--- src/mwtg_pkg.sv ---
// ----------------------------------------------------------------------------
// mwtg_pkg
// shared types, register map and the quarter-wave sine table for the
// multi-waveform tone generator
// ----------------------------------------------------------------------------
package mwtg_pkg;

  localparam int SineDepth     = 256;
  localparam int SineDepthBits = $clog2(SineDepth);
  localparam int FullScale     = 32767;
  localparam int UnityQ15      = 32768;
  localparam logic [63:0] HalfPiQ30 = 64'd1686629713;

  localparam int RegAddrBits = 4;

  typedef enum logic [1:0] {
    RegPhaseInc   = 2'd0,
    RegWaveShape  = 2'd1,
    RegAmplitude  = 2'd2,
    RegFrameCount = 2'd3
  } reg_index_e;

  typedef enum logic [1:0] {
    WaveSine     = 2'd0,
    WaveSquare   = 2'd1,
    WaveTriangle = 2'd2,
    WaveSawtooth = 2'd3
  } wave_shape_e;

  typedef logic [15:0] sine_table_t [SineDepth];

  // one item on its way from the phase accumulator to the shaper
  typedef struct packed {
    logic        valid;
    logic        last;
    logic [31:0] phase;
  } phase_item_t;

  // Taylor series in Q30 up to the x^19 term, evaluated at elaboration
  function automatic sine_table_t sine_table_init();
    sine_table_t        tbl;
    logic [63:0]        x;
    logic [63:0]        x2;
    logic [63:0]        term;
    logic [63:0]        r;
    logic signed [63:0] sum;
    for (int i = 0; i < SineDepth; i++) begin
      x    = (HalfPiQ30 * 64'(i)) / 64'(SineDepth);
      x2   = (x * x) >> 30;
      term = x;
      sum  = $signed(x);
      for (int n = 1; n <= 9; n++) begin
        term = (term * x2) >> 30;
        term = term / 64'((2 * n) * (2 * n + 1));
        if (n % 2 == 1) begin
          sum = sum - $signed(term);
        end else begin
          sum = sum + $signed(term);
        end
      end
      if (sum < 0) begin
        sum = '0;
      end
      r = (64'(sum) * 64'(FullScale) + (64'd1 << 29)) >> 30;
      if (r > 64'(FullScale)) begin
        r = 64'(FullScale);
      end
      tbl[i] = r[15:0];
    end
    return tbl;
  endfunction

endpackage

--- src/mwtg_shape.sv ---
// ----------------------------------------------------------------------------
// mwtg_shape
// turns a 32-bit phase word into a full-scale sine, square, triangle or
// sawtooth value in -32767..32767
// ----------------------------------------------------------------------------
module mwtg_shape (
  input  mwtg_pkg::wave_shape_e wave_shape_i,
  input  logic [31:0]           phase_i,
  output logic signed [15:0]    value_o
);
  import mwtg_pkg::*;

  localparam sine_table_t SineTable = sine_table_init();

  logic [SineDepthBits-1:0] sin_k;
  logic [SineDepthBits-1:0] sin_k_mirror;
  logic [15:0]              sin_mag;
  logic signed [15:0]       sin_val;

  logic signed [32:0] tri_d;
  logic signed [47:0] tri_p;
  logic signed [47:0] tri_q;
  logic signed [32:0] saw_d;
  logic signed [47:0] saw_p;
  logic signed [47:0] saw_q;

  // sine: quarter-wave lookup, mirrored in odd quadrants, negated in the second half of the cycle
  assign sin_k        = phase_i[29 -: SineDepthBits];
  assign sin_k_mirror = SineDepthBits'(0) - sin_k;

  always_comb begin
    if (phase_i[30]) begin
      sin_mag = (sin_k == '0) ? 16'(FullScale) : SineTable[sin_k_mirror];
    end else begin
      sin_mag = SineTable[sin_k];
    end
    sin_val = phase_i[31] ? -$signed(sin_mag) : $signed(sin_mag);
  end

  // triangle and sawtooth: times 32767 by shift and subtract, truncated toward zero
  always_comb begin
    if (phase_i[31]) begin
      tri_d = 33'sh0C0000000 - $signed({1'b0, phase_i});
    end else begin
      tri_d = $signed({1'b0, phase_i}) - 33'sh040000000;
    end
    tri_p = (48'(tri_d) <<< 15) - 48'(tri_d);
    tri_q = (tri_p + (tri_p[47] ? 48'sd1073741823 : 48'sd0)) >>> 30;

    saw_d = $signed({1'b0, phase_i}) - 33'sh080000000;
    saw_p = (48'(saw_d) <<< 15) - 48'(saw_d);
    saw_q = (saw_p + (saw_p[47] ? 48'sd2147483647 : 48'sd0)) >>> 31;
  end

  always_comb begin
    unique case (wave_shape_i)
      WaveSine:     value_o = sin_val;
      WaveSquare:   value_o = phase_i[31] ? -16'sd32767 : 16'sd32767;
      WaveTriangle: value_o = tri_q[15:0];
      WaveSawtooth: value_o = saw_q[15:0];
      default:      value_o = '0;
    endcase
  end

endmodule

--- src/multi_waveform_tone_generator.sv ---
// path: an accepted producing tick reaches the output through the phase, shape and output registers
// throughput: one tick per cycle while the input is not stalled, set by the phase accumulator loop
// pipeline: accumulator -> phase register -> shape register -> scaled output register
// reset (asynchronous, active low) clears phase, remaining frames and all stage
// valids, and loads the configuration registers with their defaults
// ----------------------------------------------------------------------------
// multi_waveform_tone_generator
// direct digital synthesis tone source with sine, square, triangle and
// sawtooth shapes, Q1.15 gain and a per-tone frame count
// ----------------------------------------------------------------------------
module multi_waveform_tone_generator #(
  parameter int PHASE_BITS = 32
) (
  input  logic                              clk_i,
  input  logic                              rst_ni,
  input  logic                              psel,
  input  logic                              penable,
  input  logic                              pwrite,
  input  logic [mwtg_pkg::RegAddrBits-1:0]  paddr,
  input  logic [31:0]                       pwdata,
  output logic [31:0]                       prdata,
  output logic                              pready,
  input  logic                              in_valid_i,
  output logic                              in_stall_o,
  input  logic                              start_req_i,
  output logic                              out_valid_o,
  input  logic                              out_stall_i,
  output logic signed [15:0]                left_sample_o,
  output logic signed [15:0]                right_sample_o,
  output logic                              last_frame_o
);
  import mwtg_pkg::*;

  localparam int WideBits  = PHASE_BITS + 32;
  localparam int UpShift   = (PHASE_BITS > 32) ? PHASE_BITS - 32 : 0;
  localparam int DownShift = (PHASE_BITS < 32) ? 32 - PHASE_BITS : 0;

  // configuration
  logic [31:0]  phase_inc_q;
  wave_shape_e  wave_shape_q;
  logic [15:0]  amplitude_q;
  logic [31:0]  frame_count_q;
  logic         cfg_write;
  reg_index_e   cfg_index;

  // tone state
  logic [PHASE_BITS-1:0] phase_q, phase_d, phase_eff, phase_inc_al;
  logic [31:0]           frames_left_q, frames_left_d, frames_eff;
  logic [WideBits-1:0]   inc_wide, phase_wide;
  logic                  produce;
  logic                  in_accept;

  // pipeline
  phase_item_t        s1_q, s1_d;
  logic               s2_valid_q, s2_last_q;
  logic signed [15:0] s2_value_q;
  logic signed [15:0] shape_value;
  logic               out_valid_q, out_last_q;
  logic signed [15:0] out_sample_q;
  logic               rdy1, rdy2, rdy3;

  logic [16:0]        gain;
  logic signed [33:0] scaled;
  logic signed [33:0] scaled_div;

  assign pready    = 1'b1;
  assign cfg_write = psel && penable && pwrite;
  assign cfg_index = reg_index_e'(paddr[3:2]);

  always_comb begin
    unique case (cfg_index)
      RegPhaseInc:   prdata = phase_inc_q;
      RegWaveShape:  prdata = {30'd0, wave_shape_q};
      RegAmplitude:  prdata = {16'd0, amplitude_q};
      RegFrameCount: prdata = frame_count_q;
      default:       prdata = '0;
    endcase
  end

  always_ff @(posedge clk_i or negedge rst_ni) begin
    if (!rst_ni) begin
      phase_inc_q   <= 32'd42852281;
      wave_shape_q  <= WaveSine;
      amplitude_q   <= 16'd24576;
      frame_count_q <= 32'd22050;
    end else if (cfg_write) begin
      unique case (cfg_index)
        RegPhaseInc:   phase_inc_q   <= pwdata;
        RegWaveShape:  wave_shape_q  <= wave_shape_e'(pwdata[1:0]);
        RegAmplitude:  amplitude_q   <= pwdata[15:0];
        RegFrameCount: frame_count_q <= pwdata;
        default:       ;
      endcase
    end
  end

  // stage enables, a stage moves when it is empty or the next one moves
  assign rdy3       = !out_valid_q || !out_stall_i;
  assign rdy2       = !s2_valid_q || rdy3;
  assign rdy1       = !s1_q.valid || rdy2;
  assign in_stall_o = !rdy1;
  assign in_accept  = in_valid_i && rdy1;

  // align the 32-bit increment to the accumulator width (the phase is aligned back to 32 bits below)
  assign inc_wide     = (WideBits'(phase_inc_q) << UpShift) >> DownShift;
  assign phase_inc_al = inc_wide[PHASE_BITS-1:0];

  always_comb begin
    phase_eff  = start_req_i ? '0 : phase_q;
    frames_eff = start_req_i ? frame_count_q : frames_left_q;
    produce    = (frames_eff != '0);
    phase_wide = (WideBits'(phase_eff) >> UpShift) << DownShift;

    phase_d       = phase_eff;
    frames_left_d = frames_eff;
    if (produce) begin
      phase_d       = phase_eff + phase_inc_al;
      frames_left_d = frames_eff - 32'd1;
    end

    s1_d.valid = produce;
    s1_d.last  = (frames_eff == 32'd1);
    s1_d.phase = phase_wide[31:0];
  end

  always_ff @(posedge clk_i or negedge rst_ni) begin
    if (!rst_ni) begin
      phase_q       <= '0;
      frames_left_q <= '0;
    end else if (in_accept) begin
      phase_q       <= phase_d;
      frames_left_q <= frames_left_d;
    end
  end

  always_ff @(posedge clk_i or negedge rst_ni) begin
    if (!rst_ni) begin
      s1_q <= '0;
    end else begin
      if (rdy1) begin
        s1_q.valid <= in_accept && s1_d.valid;
      end
      if (in_accept) begin
        s1_q.last  <= s1_d.last;
        s1_q.phase <= s1_d.phase;
      end
    end
  end

  mwtg_shape u_shape (
    .wave_shape_i (wave_shape_q),
    .phase_i      (s1_q.phase),
    .value_o      (shape_value)
  );

  always_ff @(posedge clk_i or negedge rst_ni) begin
    if (!rst_ni) begin
      s2_valid_q <= 1'b0;
    end else if (rdy2) begin
      s2_valid_q <= s1_q.valid;
    end
  end

  always_ff @(posedge clk_i) begin
    if (rdy2) begin
      s2_value_q <= shape_value;
      s2_last_q  <= s1_q.last;
    end
  end

  // gain above unity acts as unity, then truncate toward zero
  always_comb begin
    gain       = (amplitude_q > 16'(UnityQ15 - 1)) ? 17'(UnityQ15) : {1'b0, amplitude_q};
    scaled     = 34'(s2_value_q) * $signed({17'd0, gain});
    scaled_div = (scaled + (scaled[33] ? 34'sd32767 : 34'sd0)) >>> 15;
  end

  always_ff @(posedge clk_i or negedge rst_ni) begin
    if (!rst_ni) begin
      out_valid_q <= 1'b0;
    end else if (rdy3) begin
      out_valid_q <= s2_valid_q;
    end
  end

  always_ff @(posedge clk_i) begin
    if (rdy3) begin
      out_sample_q <= scaled_div[15:0];
      out_last_q   <= s2_last_q;
    end
  end

  assign out_valid_o    = out_valid_q;
  assign left_sample_o  = out_sample_q;
  assign right_sample_o = out_sample_q;
  assign last_frame_o   = out_last_q;

endmodule

--- config.mk ---
export PLATFORM = sky130hd
export DESIGN_NAME = multi_waveform_tone_generator
export DESIGN_NICKNAME = d
export VERILOG_FILES = /design/src/mwtg_pkg.sv /design/src/mwtg_shape.sv /design/src/multi_waveform_tone_generator.sv
export SDC_FILE = /design/constraint.sdc
export NUM_CORES = 2
export LEC_CHECK = 0
export BUFFER_PORTS_ARGS = -buffer_cell sky130_fd_sc_hd__buf_2
export CORE_MARGIN = 8
export CORE_UTILIZATION = 37
export DETAILED_ROUTE_END_ITERATION = 16
export SETUP_SLACK_MARGIN = 0.2
export SYNTH_ARGS = -nofsm -noshare
export SYNTH_HDL_FRONTEND = slang
export SYNTH_SLANG_ARGS = --single-unit
--- constraint.sdc ---
create_clock -name clk_i -period 18.3 [get_ports clk_i]
set_input_delay 0.915 -clock clk_i [delete_from_list [all_inputs] [get_ports clk_i]]
set_output_delay 0.915 -clock clk_i [all_outputs]
set_load 0.01 [all_outputs]
Word-level counts from Yosys, hierarchy flattened
Memory sizes are Yosys's and may differ from the RTL's.
Index checks and enable logic that the tools add are counted.
{"block": "word_totals", "register_bits": 216, "latch_bits": 0, "ramBits": 0, "romBits": 8192, "inputBits": 44, "n_memories": 2}
{"memory": "(name not given)", "words": 256, "word_bits": 16, "read_ports": 1, "rd_clocked_by_memory_dff": 0, "wr": 0, "line": "mwtg_shape.sv:35", "source": "sin_mag = SineTable[sin_k];"}
{"memory": "(name not given)", "words": 256, "word_bits": 16, "read_ports": 1, "rd_clocked_by_memory_dff": 0, "wr": 0, "line": "mwtg_shape.sv:33", "source": "sin_mag = (sin_k == '0) ? 16'(FullScale) : SineTable[sin_k_mirror];"}
{"block": "op_classes", "addsub": 12, "n_mul": 1, "div_mod_pow": 0, "magnitude_cmp": 3, "eq_ne": 7, "shifts": 0, "mux": 19, "n_bitwise": 2, "n_reduce_logical": 20}
{"operator": "16-bit two-way mux", "count": 9}
{"operator": "32-bit two-way mux", "count": 4}
{"operator": "32-bit case mux with 4 select lines", "count": 1}
{"operator": "48-bit by 33-bit subtractor with 48-bit output", "count": 2}
{"operator": "16-bit case mux with 4 select lines", "count": 1}
{"operator": "47-bit adder", "count": 1}
{"operator": "46-bit adder", "count": 1}
{"operator": "16-bit by 17-bit multiplier with 33-bit output", "count": 1}
{"operator": "33-bit two-way mux", "count": 1}
{"operator": "32-bit by 31-bit subtractor with 33-bit output, second input constant", "count": 1}
{"operator": "32-bit by 32-bit subtractor with 33-bit output, first input constant", "count": 1}
{"operator": "32-bit by 32-bit subtractor with 33-bit output, second input constant", "count": 1}
{"operator": "32-bit adder", "count": 1}
{"operator": "32-bit by 1-bit == test with 1-bit output, second input constant", "count": 1}
{"operator": "32-bit nonzero test", "count": 1}
{"operator": "32-bit by 1-bit subtractor with 32-bit output, second input constant", "count": 1}
{"operator": "31-bit by 16-bit adder with 31-bit output", "count": 1}
{"operator": "31-bit two-way mux", "count": 1}
{"operator": "30-bit two-way mux", "count": 1}
{"operator": "9-bit greater-or-equal comparator, second input constant", "count": 2}
{"operator": "8-bit inverter with 9-bit output", "count": 2}
{"operator": "16-bit by 15-bit > comparator with 1-bit output, second input constant", "count": 1}
{"operator": "16-bit negation", "count": 1}
{"operator": "15-bit two-way mux", "count": 1}
{"operator": "other kinds (9)", "count": 26}

Logic depth before layout (Yosys ltp)
{"block": "logic_depth", "depth_word": 10, "depth_mapped": 40, "mapped_depth_nobuf": 37}

Modules after synthesis
Synthesis repeated with hierarchy kept, for this count alone.
{"block": "hier_totals", "cells_unflattened": 4928, "area_unflattened_um2": 38793.5}
{"module": "multi_waveform_tone_generator", "n_inst": 1, "cells_each": 2189, "area_per_inst_um2": 21150.3}
{"module": "mwtg_shape", "n_inst": 1, "cells_each": 2739, "area_per_inst_um2": 17643.2}

Least setup slack after synthesis
OpenSTA, ideal clock, no wires.
{"block": "synth_timing", "kind": "register to register", "from": "reg s1_q[24] (netlist bit)", "to": "reg s2_value_q[15], data pin", "arrival_time_ns": 8.551, "required_time_ns": 18.026, "slack_ns": 9.475, "path_stages_with_launch": 36, "path_buffers": 7, "synth_period_minus_slack_ns": 8.825, "path_cell_list": "dfrtp_1 > clkbuf_1 > buf_2 > clkbuf_1 > inv_1 > ha_1 > clkbuf_1 > nand4bb_1 > clkbuf_1 > nor4_1 > nand2_1 > a31oi_1 > ha_1 > clkbuf_1 > nand2_1 > o21ai_0 > a21o_1 > a21o_1 > a21oi_1 > a2bb2oi_1 > o31a_1 > or3_1 > and2_1 > ha_1 > nand4_1 > nor4_1 > and3_1 > a21oi_1 > nand2_1 > o2111ai_1 > nor4_2 > and3_1 > buf_6 > nand4_2 > xor2_1 > o211ai_1"}
{"block": "synth_between", "elab_chain_len": 10, "word_cells_on_any_way": 25}
{"element": "from (decl)", "line": "multi_waveform_tone_generator.sv:54", "source": "phase_item_t s1_q, s1_d;"}
{"element": "branches (longest 9 deep; another with 48-bit by 33-bit subtractor with 48-bit output)"}
{"element": "16-bit case mux with 4 select lines *", "line": "mwtg_shape.sv:56", "source": "unique case (wave_shape_i)"}
{"element": "net shape_value[15]", "line": "multi_waveform_tone_generator.sv:57", "source": "logic signed [15:0] shape_value;"}
{"element": "to (signal assigned)", "line": "multi_waveform_tone_generator.sv:166", "source": "s2_value_q <= shape_value;"}
{"element": "to (decl)", "line": "multi_waveform_tone_generator.sv:56", "source": "logic signed [15:0] s2_value_q;"}
Mark *: on every way through the listed nets, which the timed path passes. The select of a mux whose other input is x is not followed.
A chain may end at the register's enable or synchronous reset.

Worst setup path in the final report
{"block": "layout_timing", "from": "reg s1_q[24] (netlist bit)", "to": "reg s2_value_q[14], data pin"}
The elaborated chain is that of the path after synthesis.

==> results.md <==
- Outcome: finished with violations
- Failing checks: capacitance limit
- Fillers: 10261
- Buf/Inv on CP: 7
- Final Hold Vio Count: 0
- IO Port Bufs: 108
- Startpoint Class: flop
- Final WL: 131000 um
- FF-to-FF path depth: 32
- Post-DP HPWL: 94400 um
- TritonCTS Sinks: 216
- Routed Antenna Nets: 0
- Unrepaired setup endpoints after global routing: no
- Reg-to-reg slack, setup: 7.93 ns
- Largest family of logic cells by synthesized area: compound AO/OA/AOI/OAI gates
- Total number of vias: 36239
- Crit path largest cell delay: 0.71 ns
- H-Tree Depth: 1
- Total track usage: 22.5%
- Die Wd: 334 um
- Mapped Nets: 5361
- # rows: roughly 120
- Post-CTS Setup Inserts: 0
- Netlist cell types: 107
- Core Footprint: between 100000 and 150000 sq um
- Worst Setup End Kind: flop
- Skew final: 0.0128 ns
- Seq/Total Area, Yosys: 15.0%
- Synth warn: 0
- Max-Cap Viols: 1
- Initial Util: 37.3%
- Setup TNS: 0 ns
- CP dominant cell by count: buf_4
- Relative slew slack: 1.75%
- Slowest-stage cell, CP: nor4_2
- PostCTS Resize Cnt: 0
- Adder-cell share of the synthesized area: 21.9%
- CTS tree: built
- Post-Synth Simple-Gate Area: 20.4%
- Clk slew on worst S/H paths: 0.07 ns
- Synth Cell Area: 37300 sq um
- DRC viols: 0
- Final core occ: about two fifths
- Largest net degree at the start of global routing: 105
- Share of layout cells above drive strength 1: 9.73%
- Die H: 334 um
- Mean Syn Cell Area: a little under 8 sq um
- First-pass GRT wire length: 205000 um
- Vias/cell: 6.07
- Hold Crit Depth: 0
- Hold path start: s2_last_q
- Family with the most delay on the worst path: simple AND/OR/NAND/NOR gates
- Cells after Synth: 4782
- Complex-gate fraction of the synthesized area: 24.3%
- Drt pass-1 iters: 5
- Post-synthesis async set-or-reset flop share: 84.3%
- Root Driver: clkbuf_16
- Final min period: 10.37 ns
- Slew Limit Fails: 0
- GRT Residual Overflow: 0
- Largest area contributor in the netlist: ha_1
- Nets@finish: 5228
- Hold_buf cts: 0
- Vias in the first global route: ~35000
- Worst Tran Pin Value: 1.46 ns
- Ports: 112
- Critical R2R Launch: s1_q[24]
- Iteration-0 DRC count of the detailed router: 3926
- Worst Path Class, Setup: reg -> reg
- Worst min-delay path endpoint: last_frame_o
- Post-synth EDFFs: 34
- Max Freq: between 0.09 and 0.1 GHz
- Routed len/inst: 22.0 um
- Share of the synthesized area in the top cell type: 11.3%
- Die area: 111000 sq um
- Worst-skew pair later-pin latency: 0.57 ns
- Top_reg_cell synth: dfrtp_1
- GP Congestion: 0.989
- Deepest clock path buffer count: 3
- Worst hold path class: reg -> reg
- Synthesis-stage register bit count: 216
- Crit path DAT: 10.67 ns
- Crit-path max FO: 46
- XOR/XNOR share of the synthesized area: around 5.6%
- Top post-synthesis cells by area: ha_1 11%, fa_1 11%, dfrtp_1 11%, o21ai_0 5.1%, nand2_1 5.0%
- Setup-failing EPs final: 0
- Layout area overhead: 6.27%
- Reg-to-reg endpoint: s2_value_q[14]
- Post-synthesis mux area share: 5.27%
- Period utilization: 56.7%
- Num CTS Buffers: 25
- Critical Path RT: 18.60 ns
- Initial antenna violation count: 0
Yosys cell counts (26+ instances only):
cell / number
inv_1: 356
nand2b_1: 61
o211ai_1: 59
or3_1: 27
o221ai_1: 26
edfxtp_1: 34
nor3_1: 133
buf_2: 46
a21o_1: 83
o22ai_1: 26
ha_1: 336
o31ai_1: 30
o21a_1: 32
o21ai_0: 379
and2_1: 143
nor2b_1: 101
a211oi_1: 69
nor3b_1: 29
nand2_1: 493
xor2_1: 87
nor2_1: 288
a311oi_1: 30
o2111ai_1: 29
nand3_1: 105
fa_1: 199
mux2i_1: 39
a22oi_1: 32
a21oi_1: 307
buf_1: 51
a31oi_1: 61
o21bai_1: 27
xnor2_1: 147
clkbuf_1: 229
nand4_1: 38
and3_1: 32
mux2_2: 96
dfrtp_1: 157
placed cells by master (no fill, tap or decap), drive strengths merged, types with 25 or more instances in the layout:
cell | netlist | final
a211oi | 69 | 69
o31ai | 32 | 32
nor2 | 288 | 288
nand2 | 493 | 493
o21bai | 27 | 27
nor2b | 101 | 101
xor2 | 87 | 87
xnor2 | 149 | 149
o221ai | 26 | 26
and3 | 32 | 32
fa | 199 | 199
mux2i | 39 | 39
o21ai | 384 | 384
nor3b | 29 | 29
o311ai | 26 | 26
or3 | 27 | 27
a31oi | 61 | 61
clkbuf | 229 | 28
nor3 | 135 | 135
mux2 | 96 | 96
ha | 336 | 336
edfxtp | 34 | 34
inv | 359 | 363
o2111ai | 29 | 29
o21a | 32 | 32
a21o | 83 | 83
a311oi | 30 | 30
a22oi | 32 | 32
buf | 116 | 184
o211ai | 60 | 60
dfrtp | 157 | 157
and2 | 145 | 145
dfstp | 25 | 25
nand4 | 39 | 39
nand2b | 61 | 61
nand3 | 105 | 105
o22ai | 26 | 26
a21oi | 309 | 309
worst register-to-register path: cells and delay by family, from the launching register on:
kind | cells | cell delay (ns)
XOR/XNOR | 2 | 0.39
AND/OR/NAND/NOR | 12 | 3.94
flip-flops | 1 | 0.38
AO/OA/AOI/OAI | 8 | 2.32
adder cells (fa/ha/maj) | 3 | 1.20
buffers and inverters | 7 | 1.86
worst max-delay path by stage:
stage	from	to	cells after the start
CTS	amplitude_q[15]	left_sample_o[15]	34
global placement	amplitude_q[15]	left_sample_o[15]	34
global route	s1_q[24]	s2_value_q[13]	32
finish	s1_q[24]	s2_value_q[14]	32
floorplan	s1_q[24]	s2_value_q[15]	35
detailed placement	amplitude_q[15]	left_sample_o[15]	34
area by class of cell:
| type | count | area, sq um | share of cell area [%] |
|---|---|---|---|
| tap | 1298 | 1620 | 4.10 |
| sequential | 216 | 5620 | 14.2 |
| clock inverter | 19 | 241 | 0.609 |
| multi-input combinational | 3859 | 29000 | 73.2 |
| antenna | 2 | 5.00 | 0.0126 |
| clock buffer | 27 | 653 | 1.65 |
| inverter | 362 | 1360 | 3.43 |
| timing repair buffer | 185 | 1130 | 2.85 |
routing by layer:
layer | global-route usage (%) | part of all wire (%) | up-vias
li1 | - | - | 16780
met4 | 8.28 | 4.2 | 0
met3 | 3.35 | 7.9 | 332
met5 | 0 | 0 | -
met1 | 31.4 | 44 | 17621
met2 | 35.2 | 44 | 1506
sequential cells by signal (all words and copies together) (netlist names):
name,flops
amplitude_q,16
frame_count_q,32
frames_left_q,32
last_frame_o,1
left_sample_o,16
out_valid_o,1
phase_inc_al,32
phase_q,32
s1_q,34
s2_last_q,1
s2_valid_q,1
s2_value_q,16
wave_shape_q,2
metrics by stage:
stage / hold slack [ns] / instance area (sq um) / std cells / setup WS [ns]
after global routing: 0.445 / 39600 / 5966 / 7.38
after CTS: 0.424 / 39600 / 5966 / 7.95
after detailed placement: 0.409 / 38800 / 5920 / 7.99
after floorplan: 0.400 / 37300 / 4782 / 9.47
final: 0.422 / 39700 / 5968 / 7.93
after global placement: 0.407 / 38800 / 5920 / 8.08
kinds of logic after synthesis:
kind of cell    after synthesis
simple gates               1539
compound gates             1391
buf+inv                     707
fa+ha+maj                   535
xor+xnor                    236
flops                       216
mux                         157
other cells                   1
Power is not shown: default switching activity piles up to over one toggle a cycle in this logic, so the estimate is an artifact.
